===== config.mk =====
export PLATFORM = sky130hd
export DESIGN_NAME = grouped_complex_dot_power_unit
export DESIGN_NICKNAME = d
export VERILOG_FILES = /design/src/rtl/gcdp_pkg.sv /design/src/rtl/gcdp_mult.sv /design/src/rtl/gcdp_acc.sv /design/src/rtl/grouped_complex_dot_power_unit.sv
export SDC_FILE = /design/constraint.sdc
export NUM_CORES = 2
export LEC_CHECK = 0
export BUFFER_PORTS_ARGS = -buffer_cell sky130_fd_sc_hd__buf_2
export CORE_AREA = 2 2 286 288
export DETAILED_ROUTE_END_ITERATION = 16
export DIE_AREA = 0 0 288 290
export PLACE_DENSITY = 0.88
export SKIP_CTS_REPAIR_TIMING = 1
export SYNTH_ARGS = -nofsm -noshare
export SYNTH_HDL_FRONTEND = slang
export SYNTH_HIERARCHICAL = 1
export SYNTH_SLANG_ARGS = --single-unit

===== constraint.sdc =====
create_clock -name aclk -period 9.4 [get_ports aclk]
set_input_delay 1.41 -clock aclk [delete_from_list [all_inputs] [get_ports aclk]]
set_output_delay 1.41 -clock aclk [all_outputs]
set_load 0.005 [all_outputs]

===== src/rtl/gcdp_pkg.sv =====
`timescale 1ns / 1ps
`default_nettype none

package gcdp_pkg;

    localparam int IN_W    = 16;
    localparam int MUL_W   = 24;
    localparam int PROD_W  = 2 * MUL_W;
    localparam int PAIR_W  = 2 * IN_W;
    localparam int TERM_W  = PAIR_W + 1;
    localparam int ACC_W   = 40;
    localparam int ACC_N   = 4;
    localparam int SEL_W   = $clog2(ACC_N);
    localparam int TOTAL_W = 56;
    localparam logic [TOTAL_W-1:0] TOTAL_MAX = {TOTAL_W{1'b1}};

    typedef struct packed {
        logic             first_en;
        logic             acc_en;
        logic             sub;
        logic             sq_en;
        logic             clear_acc;
        logic             clear_total;
        logic [SEL_W-1:0] sel;
    } acc_ctl_t;

endpackage

`default_nettype wire


===== src/rtl/gcdp_mult.sv =====
`timescale 1ns / 1ps
`default_nettype none

module gcdp_mult (
    input  wire                                 aclk,
    input  wire logic signed [gcdp_pkg::MUL_W-1:0]  a,
    input  wire logic signed [gcdp_pkg::MUL_W-1:0]  b,
    output logic signed [gcdp_pkg::PROD_W-1:0]      p
);
    import gcdp_pkg::*;

    logic signed [PROD_W-1:0] p_reg;

    always_ff @(posedge aclk) begin
        p_reg <= a * b;
    end

    assign p = p_reg;

endmodule

`default_nettype wire


===== src/rtl/gcdp_acc.sv =====
`timescale 1ns / 1ps
`default_nettype none

module gcdp_acc (
    input  wire                                     aclk,
    input  wire                                     aresetn,
    input  wire gcdp_pkg::acc_ctl_t                 ctl,
    input  wire logic signed [gcdp_pkg::PROD_W-1:0] prod,
    output logic signed [gcdp_pkg::MUL_W-1:0]       sq_operand,
    output logic [gcdp_pkg::TOTAL_W-1:0]            total,
    output logic                                    sat
);
    import gcdp_pkg::*;

    logic signed [ACC_W-1:0]  acc_reg [ACC_N];
    logic signed [PAIR_W-1:0] first_reg;
    logic [TOTAL_W-1:0]       total_reg;
    logic                     sat_reg;

    logic signed [ACC_W-1:0]  acc_cur;
    logic signed [PAIR_W-1:0] prod_lo;
    logic signed [TERM_W-1:0] term;
    logic signed [ACC_W:0]    acc_sum;
    logic signed [ACC_W-1:0]  acc_next;
    logic [TOTAL_W:0]         tot_sum;
    logic                     tot_hit;

    always_comb begin
        acc_cur = acc_reg[ctl.sel];
        prod_lo = prod[PAIR_W-1:0];
        if (ctl.sub) begin
            term = {first_reg[PAIR_W-1], first_reg} - {prod_lo[PAIR_W-1], prod_lo};
        end else begin
            term = {first_reg[PAIR_W-1], first_reg} + {prod_lo[PAIR_W-1], prod_lo};
        end
        acc_sum = {acc_cur[ACC_W-1], acc_cur}
                + {{(ACC_W + 1 - TERM_W){term[TERM_W-1]}}, term};
        // clamp to the 40 bit signed range
        if (acc_sum[ACC_W] != acc_sum[ACC_W-1]) begin
            acc_next = acc_sum[ACC_W] ? {1'b1, {(ACC_W-1){1'b0}}}
                                      : {1'b0, {(ACC_W-1){1'b1}}};
        end else begin
            acc_next = acc_sum[ACC_W-1:0];
        end
        tot_sum = {1'b0, total_reg} + (TOTAL_W + 1)'($unsigned(prod));
        tot_hit = tot_sum >= {1'b0, TOTAL_MAX};
    end

    // floor of acc / 2^16
    assign sq_operand = acc_cur[ACC_W-1 -: MUL_W];
    assign total      = total_reg;
    assign sat        = sat_reg;

    always_ff @(posedge aclk) begin
        if (ctl.first_en) begin
            first_reg <= prod_lo;
        end
    end

    always_ff @(posedge aclk) begin
        if (!aresetn) begin
            for (int i = 0; i < ACC_N; i++) begin
                acc_reg[i] <= '0;
            end
            total_reg <= '0;
            sat_reg   <= 1'b0;
        end else begin
            if (ctl.clear_acc) begin
                for (int i = 0; i < ACC_N; i++) begin
                    acc_reg[i] <= '0;
                end
            end else if (ctl.acc_en) begin
                acc_reg[ctl.sel] <= acc_next;
            end
            if (ctl.clear_total) begin
                total_reg <= '0;
                sat_reg   <= 1'b0;
            end else if (ctl.sq_en) begin
                if (tot_hit) begin
                    total_reg <= TOTAL_MAX;
                    sat_reg   <= 1'b1;
                end else begin
                    total_reg <= tot_sum[TOTAL_W-1:0];
                end
            end
        end
    end

endmodule

`default_nettype wire


===== src/rtl/grouped_complex_dot_power_unit.sv =====
`timescale 1ns / 1ps
`default_nettype none

// Grouped complex dot power. Each request carries a complex denominator d and two
// complex factors theta and phi (all signed Q1.15); the unit accumulates d*theta and
// d*phi with 40 bit saturating accumulators. On a group end (s_tuser, or s_tlast) the
// four accumulator parts are cut to 24 bits (floor by 2^16), squared and added into a
// 56 bit saturating cell total, and the accumulators clear. On a cell end (s_tlast)
// the total and its saturation flag go out on the m_ side and the total clears.
// All products and squares share one registered 24x24 multiplier. A request runs through
// its products, then the squares when it closes a group and the output load when it
// closes a cell, and that load waits while the previous result is held on m_tready.
// s_tready is low while a request is in work.
module grouped_complex_dot_power_unit (
    input  wire         aclk,
    input  wire         aresetn,
    input  wire         s_tvalid,
    output logic        s_tready,
    // denom_re, denom_im, theta_re, theta_im, phi_re, phi_im
    input  wire [95:0]  s_tdata,
    // group_end
    input  wire         s_tuser,
    input  wire         s_tlast,
    output logic        m_tvalid,
    input  wire         m_tready,
    // intensity
    output logic [55:0] m_tdata,
    // saturated
    output logic        m_tuser
);
    import gcdp_pkg::*;

    typedef enum logic [3:0] {
        ST_IDLE = 4'b0001,
        ST_MUL  = 4'b0010,
        ST_SQR  = 4'b0100,
        ST_EMIT = 4'b1000
    } state_t;

    state_t                  state_reg, state_next;
    logic [3:0]              cnt_reg, cnt_next;
    logic signed [IN_W-1:0]  dr_reg, di_reg, tr_reg, ti_reg, pr_reg, pi_reg;
    logic                    gend_reg, cend_reg;
    logic                    m_valid_reg;
    logic [TOTAL_W-1:0]      m_data_reg;
    logic                    m_sat_reg;

    acc_ctl_t                ctl;
    logic signed [IN_W-1:0]  op_a, op_b;
    logic signed [MUL_W-1:0] mul_a, mul_b;
    logic signed [PROD_W-1:0] prod;
    logic signed [MUL_W-1:0] sq_operand;
    logic [TOTAL_W-1:0]      total;
    logic                    sat;
    logic                    accept;
    logic                    load_out;

    assign s_tready = (state_reg == ST_IDLE);
    assign accept   = s_tvalid && s_tready;
    assign load_out = (state_reg == ST_EMIT) && (!m_valid_reg || m_tready);

    always_comb begin
        unique case (cnt_reg[2:0])
            3'd0: begin op_a = dr_reg; op_b = tr_reg; end
            3'd1: begin op_a = di_reg; op_b = ti_reg; end
            3'd2: begin op_a = dr_reg; op_b = ti_reg; end
            3'd3: begin op_a = di_reg; op_b = tr_reg; end
            3'd4: begin op_a = dr_reg; op_b = pr_reg; end
            3'd5: begin op_a = di_reg; op_b = pi_reg; end
            3'd6: begin op_a = dr_reg; op_b = pi_reg; end
            default: begin op_a = di_reg; op_b = pr_reg; end
        endcase
        if (state_reg == ST_SQR) begin
            mul_a = sq_operand;
            mul_b = sq_operand;
        end else begin
            mul_a = {{(MUL_W-IN_W){op_a[IN_W-1]}}, op_a};
            mul_b = {{(MUL_W-IN_W){op_b[IN_W-1]}}, op_b};
        end
    end

    always_comb begin
        ctl            = '0;
        state_next     = state_reg;
        cnt_next       = cnt_reg;
        unique case (state_reg)
            ST_IDLE: begin
                if (accept) begin
                    state_next = ST_MUL;
                    cnt_next   = '0;
                end
            end
            ST_MUL: begin
                // products land a count late through the multiplier register: odd count holds the first of a pair
                ctl.first_en = cnt_reg[0];
                ctl.acc_en   = !cnt_reg[0] && (cnt_reg != '0);
                ctl.sel      = SEL_W'(cnt_reg[3:1] - 3'd1);
                ctl.sub      = !ctl.sel[0];
                cnt_next     = cnt_reg + 4'd1;
                if (cnt_reg == 4'd8) begin
                    cnt_next   = '0;
                    state_next = (gend_reg || cend_reg) ? ST_SQR : ST_IDLE;
                end
            end
            ST_SQR: begin
                ctl.sel   = cnt_reg[SEL_W-1:0];
                ctl.sq_en = (cnt_reg != '0);
                cnt_next  = cnt_reg + 4'd1;
                if (cnt_reg == 4'd4) begin
                    ctl.clear_acc = 1'b1;
                    cnt_next      = '0;
                    state_next    = cend_reg ? ST_EMIT : ST_IDLE;
                end
            end
            ST_EMIT: begin
                if (load_out) begin
                    ctl.clear_total = 1'b1;
                    state_next      = ST_IDLE;
                end
            end
            default: begin
                state_next = ST_IDLE;
            end
        endcase
    end

    always_ff @(posedge aclk) begin
        if (!aresetn) begin
            state_reg   <= ST_IDLE;
            cnt_reg     <= '0;
            m_valid_reg <= 1'b0;
        end else begin
            state_reg <= state_next;
            cnt_reg   <= cnt_next;
            if (load_out) begin
                m_valid_reg <= 1'b1;
            end else if (m_tready) begin
                m_valid_reg <= 1'b0;
            end
        end
    end

    always_ff @(posedge aclk) begin
        if (accept) begin
            dr_reg   <= s_tdata[15:0];
            di_reg   <= s_tdata[31:16];
            tr_reg   <= s_tdata[47:32];
            ti_reg   <= s_tdata[63:48];
            pr_reg   <= s_tdata[79:64];
            pi_reg   <= s_tdata[95:80];
            gend_reg <= s_tuser;
            cend_reg <= s_tlast;
        end
        if (load_out) begin
            m_data_reg <= total;
            m_sat_reg  <= sat;
        end
    end

    gcdp_mult u_mult (
        .aclk (aclk),
        .a    (mul_a),
        .b    (mul_b),
        .p    (prod)
    );

    gcdp_acc u_acc (
        .aclk       (aclk),
        .aresetn    (aresetn),
        .ctl        (ctl),
        .prod       (prod),
        .sq_operand (sq_operand),
        .total      (total),
        .sat        (sat)
    );

    assign m_tvalid = m_valid_reg;
    assign m_tdata  = m_data_reg;
    assign m_tuser  = m_sat_reg;

endmodule

`default_nettype wire


==> run_results.csv <==
group,metric,value,unit
placed_design,portBuffers,160,
placed_design,dp_cells,5676,
cts,root_buffer,"clkbuf_16",
grt,grt-ovfl-total,0,
cts,cts_buffers,48,
timing,worstMarginPinSlew,1.12,ns
yosys,synth_edf_count,347,
placed_design,gp_congestion,0.955,
die,rows,104,
cells_and_area,fillers,6004,
yosys,yosys.cell_types.count,103,
setup_path,worst-setup-path-type,"reg -> reg",
die,pin_count,161,
drt,drc,0,
setup_path,r2r-end,"u_mult/p[40]",
cells_and_area,syn2layout_area_growth,9.11,%
hold_path,worstHoldStart,"u_acc/sat",
setup_path,r2r_slack,0.17,ns
outcome,status,"finished, final reports clean",
die,die_area,0.0835,mm²
run,maxCapViolations,0,
drt,via_count,35500,
die,die_h,290,µm
cells_and_area,multi_input_comb_area,0.0304,mm²
setup_path,timing.rr.start,"state_reg[1]",
placed_design,post-place-ws,-0.0960,ns
yosys,seq_area_frac_synth,0.275,
drt,route.detailed.wl_per_inst,21.7,µm
yosys,avgSynthCellArea,10.1,µm²
setup_path,cp.arrival,9.74,ns
setup_path,slowest_stage,"mux4_2",
grt,grt_use_met1,0.388,
cells_and_area,stdcell_area,0.0504,mm²
die,start_util,0.576,
die,die_x,288,µm
timing,relSlewSlack,0.233,
yosys,syn_area,0.0462,mm²
grt,grt_pass1_wl,197000,µm
cts,clkSlewWorstSetupHoldPaths,0.06,ns
cts,cts_max_level,2,
setup_path,startpoint_type,"register",
setup_path,cp-end-kind,"register",
timing,setup_violations,0,
yosys,ys.flop_type,"edfxtp_1",
cts,cts_sinks,461,
grt,antenna_found_initial,7,
timing,fin_crit_sh,0.982,
setup_path,r2r_cells,28,
timing,setup_slack,0.168,ns
drt,vias_per_cell,6.14,
drt,first_pass_iters,6,
yosys,synth_async_sr_flop_share,0,
grt,grt_busiest_layer,"met2",
cells_and_area,drive_above_1_share,0.109,
yosys,yosys_warnings,6,
timing,hold-worst-slack,0.451,ns
hold_path,worstHoldPathCells,0,
cells_and_area,final_cell_count_no_fill,5780,
grt,first_global_vias,36900,
grt,met3_usage,0.0518,
yosys,synth_seq_cells,461,
cells_and_area,largest_reg_flops,160,
grt,grt_max_degree,66,
die,coreArea,0.0802,mm²
cells_and_area,fin_nets,5649,
grt,met2_usage,0.489,
cells_and_area,regArea,0.0127,mm²
drt,final_antenna_net_count,0,
setup_path,cpPeakStageDelay,0.63,ns
timing,fin_crit,9.23,ns
grt,grt_util_all_layers,0.299,
drt,wirelength,125000,µm
timing,clock.fmax,108,MHz
setup_path,crit_fanout,21,
setup_path,critPathRequiredTime,9.90,ns
drt,drt_iter0_drc,3431,
placed_design,dp_hpwl,96600,µm
hold_path,worst_hold_path_type,"reg -> reg",
timing,slew_viol_final,0,
cts,cts_buffer_depth,3,
hold_path,hold_end,"m_tuser",
cts,cts_tree,"done",
yosys,netlist_instances,4558,
placed_design,place_area,0.0485,mm²
yosys,syn-num-nets,5533,
cts,worstSkewPairLatency,0.61,ns
setup_path,crit_top_cell,"fa_1",
timing,hold_viol,0,
timing,clock-skew-final,0.0281,ns
cell usage after synthesis, drive strengths merged, types with 18 or more instances:
library cell | n | area [µm²]
mux4 | 40 | 901
buf | 47 | 300
dfxtp | 114 | 2280
o21ai | 226 | 1130
a221oi | 22 | 205
mux2i | 22 | 220
and3 | 25 | 156
nand2 | 447 | 1680
nor3 | 49 | 245
nor2b | 29 | 181
clkbuf | 171 | 644
edfxtp | 347 | 10400
nor2 | 252 | 1020
inv | 648 | 2430
xnor2 | 130 | 1150
a211oi | 18 | 145
xor2 | 43 | 377
o21a | 40 | 300
nand3 | 57 | 285
a21o | 93 | 698
o21bai | 30 | 229
ha | 263 | 3290
a31oi | 39 | 250
nand2b | 28 | 175
nand4 | 37 | 231
a21oi | 184 | 925
and2 | 293 | 1830
fa | 610 | 12200
o221a | 34 | 383
cells in the final DEF, fill, tap and decap left out, drive strengths merged, types with 28 or more instances in the layout:
cell type / netlist / final
buf: 47 / 283
a21oi: 184 / 184
edfxtp: 347 / 347
mux4: 40 / 40
xor2: 43 / 43
xnor2: 130 / 130
o21bai: 30 / 30
nor3: 49 / 49
nor2b: 29 / 29
o21ai: 226 / 226
inv: 648 / 648
nand3: 57 / 57
a21o: 93 / 93
o21a: 40 / 40
nand4: 37 / 37
and2: 293 / 293
nor2: 252 / 252
nand2: 447 / 447
fa: 610 / 610
a31oi: 39 / 39
dfxtp: 114 / 114
nand2b: 28 / 28
o221a: 34 / 34
ha: 263 / 263
clkbuf: 171 / 71
final cells by class:
class / instances / area share
multi-input cells: 3230 / 0.604
repair buffers: 284 / 0.0376
inverters: 649 / 0.0484
clock buffers: 70 / 0.0265
well taps: 1060 / 0.0263
flip-flops and latches: 461 / 0.252
diodes: 6 / 0.000298
clock inverters: 20 / 0.00472
cells by family after synthesis:
kind of cell    Yosys count  synth area share
buf+inv                 867            0.0732
mux                      63            0.0245
simple gates           1300             0.140
fa+ha+maj               874             0.336
flops                   461             0.275
compound gates          820             0.119
xor+xnor                173            0.0330
how the worst max path moves through the flow:
stage | depth (start not counted) | startpoint | slack (ns) | to
final | 28 | state_reg[1] | 0.17 | u_mult/p[40]
after detailed placement | 29 | state_reg[3] | -0.1 | u_mult/p[47]
after floorplan | 33 | state_reg[1] | -0.08 | u_mult/p[47]
after global placement | 29 | state_reg[3] | 0.14 | u_mult/p[47]
after CTS | 29 | state_reg[3] | -0.13 | u_mult/p[47]
after global routing | 34 | state_reg[1] | -0.05 | u_mult/p[40]
routing by layer:
layer / vias to the layer above / routed length, µm
met3: 398 / 12000
met4: 2 / 6040
met2: 1965 / 59400
met1: 17600 / 47800
li1: 15500 / -
met5: - / 8
critical path, delay by kind of cell, from the launching register on:
| family | cells | cell delay (ns) |
|---|---|---|
| AO/OA/AOI/OAI | 8 | 2.35 |
| multiplexers | 1 | 0.63 |
| buffers and inverters | 8 | 1.00 |
| adder cells (fa/ha/maj) | 8 | 3.95 |
| AND/OR/NAND/NOR | 3 | 0.84 |
| flip-flops | 1 | 0.33 |
stage by stage:
stage                      util  setup TNS (ns)
after detailed placement  0.605          -0.162
after global routing      0.628          -0.102
after floorplan               -         -0.0838
after global placement    0.605               0
final                     0.628               0
after CTS                 0.625          -0.254
Power is not shown: default switching activity piles up to over one toggle a cycle in this logic, so the estimate is an artifact.
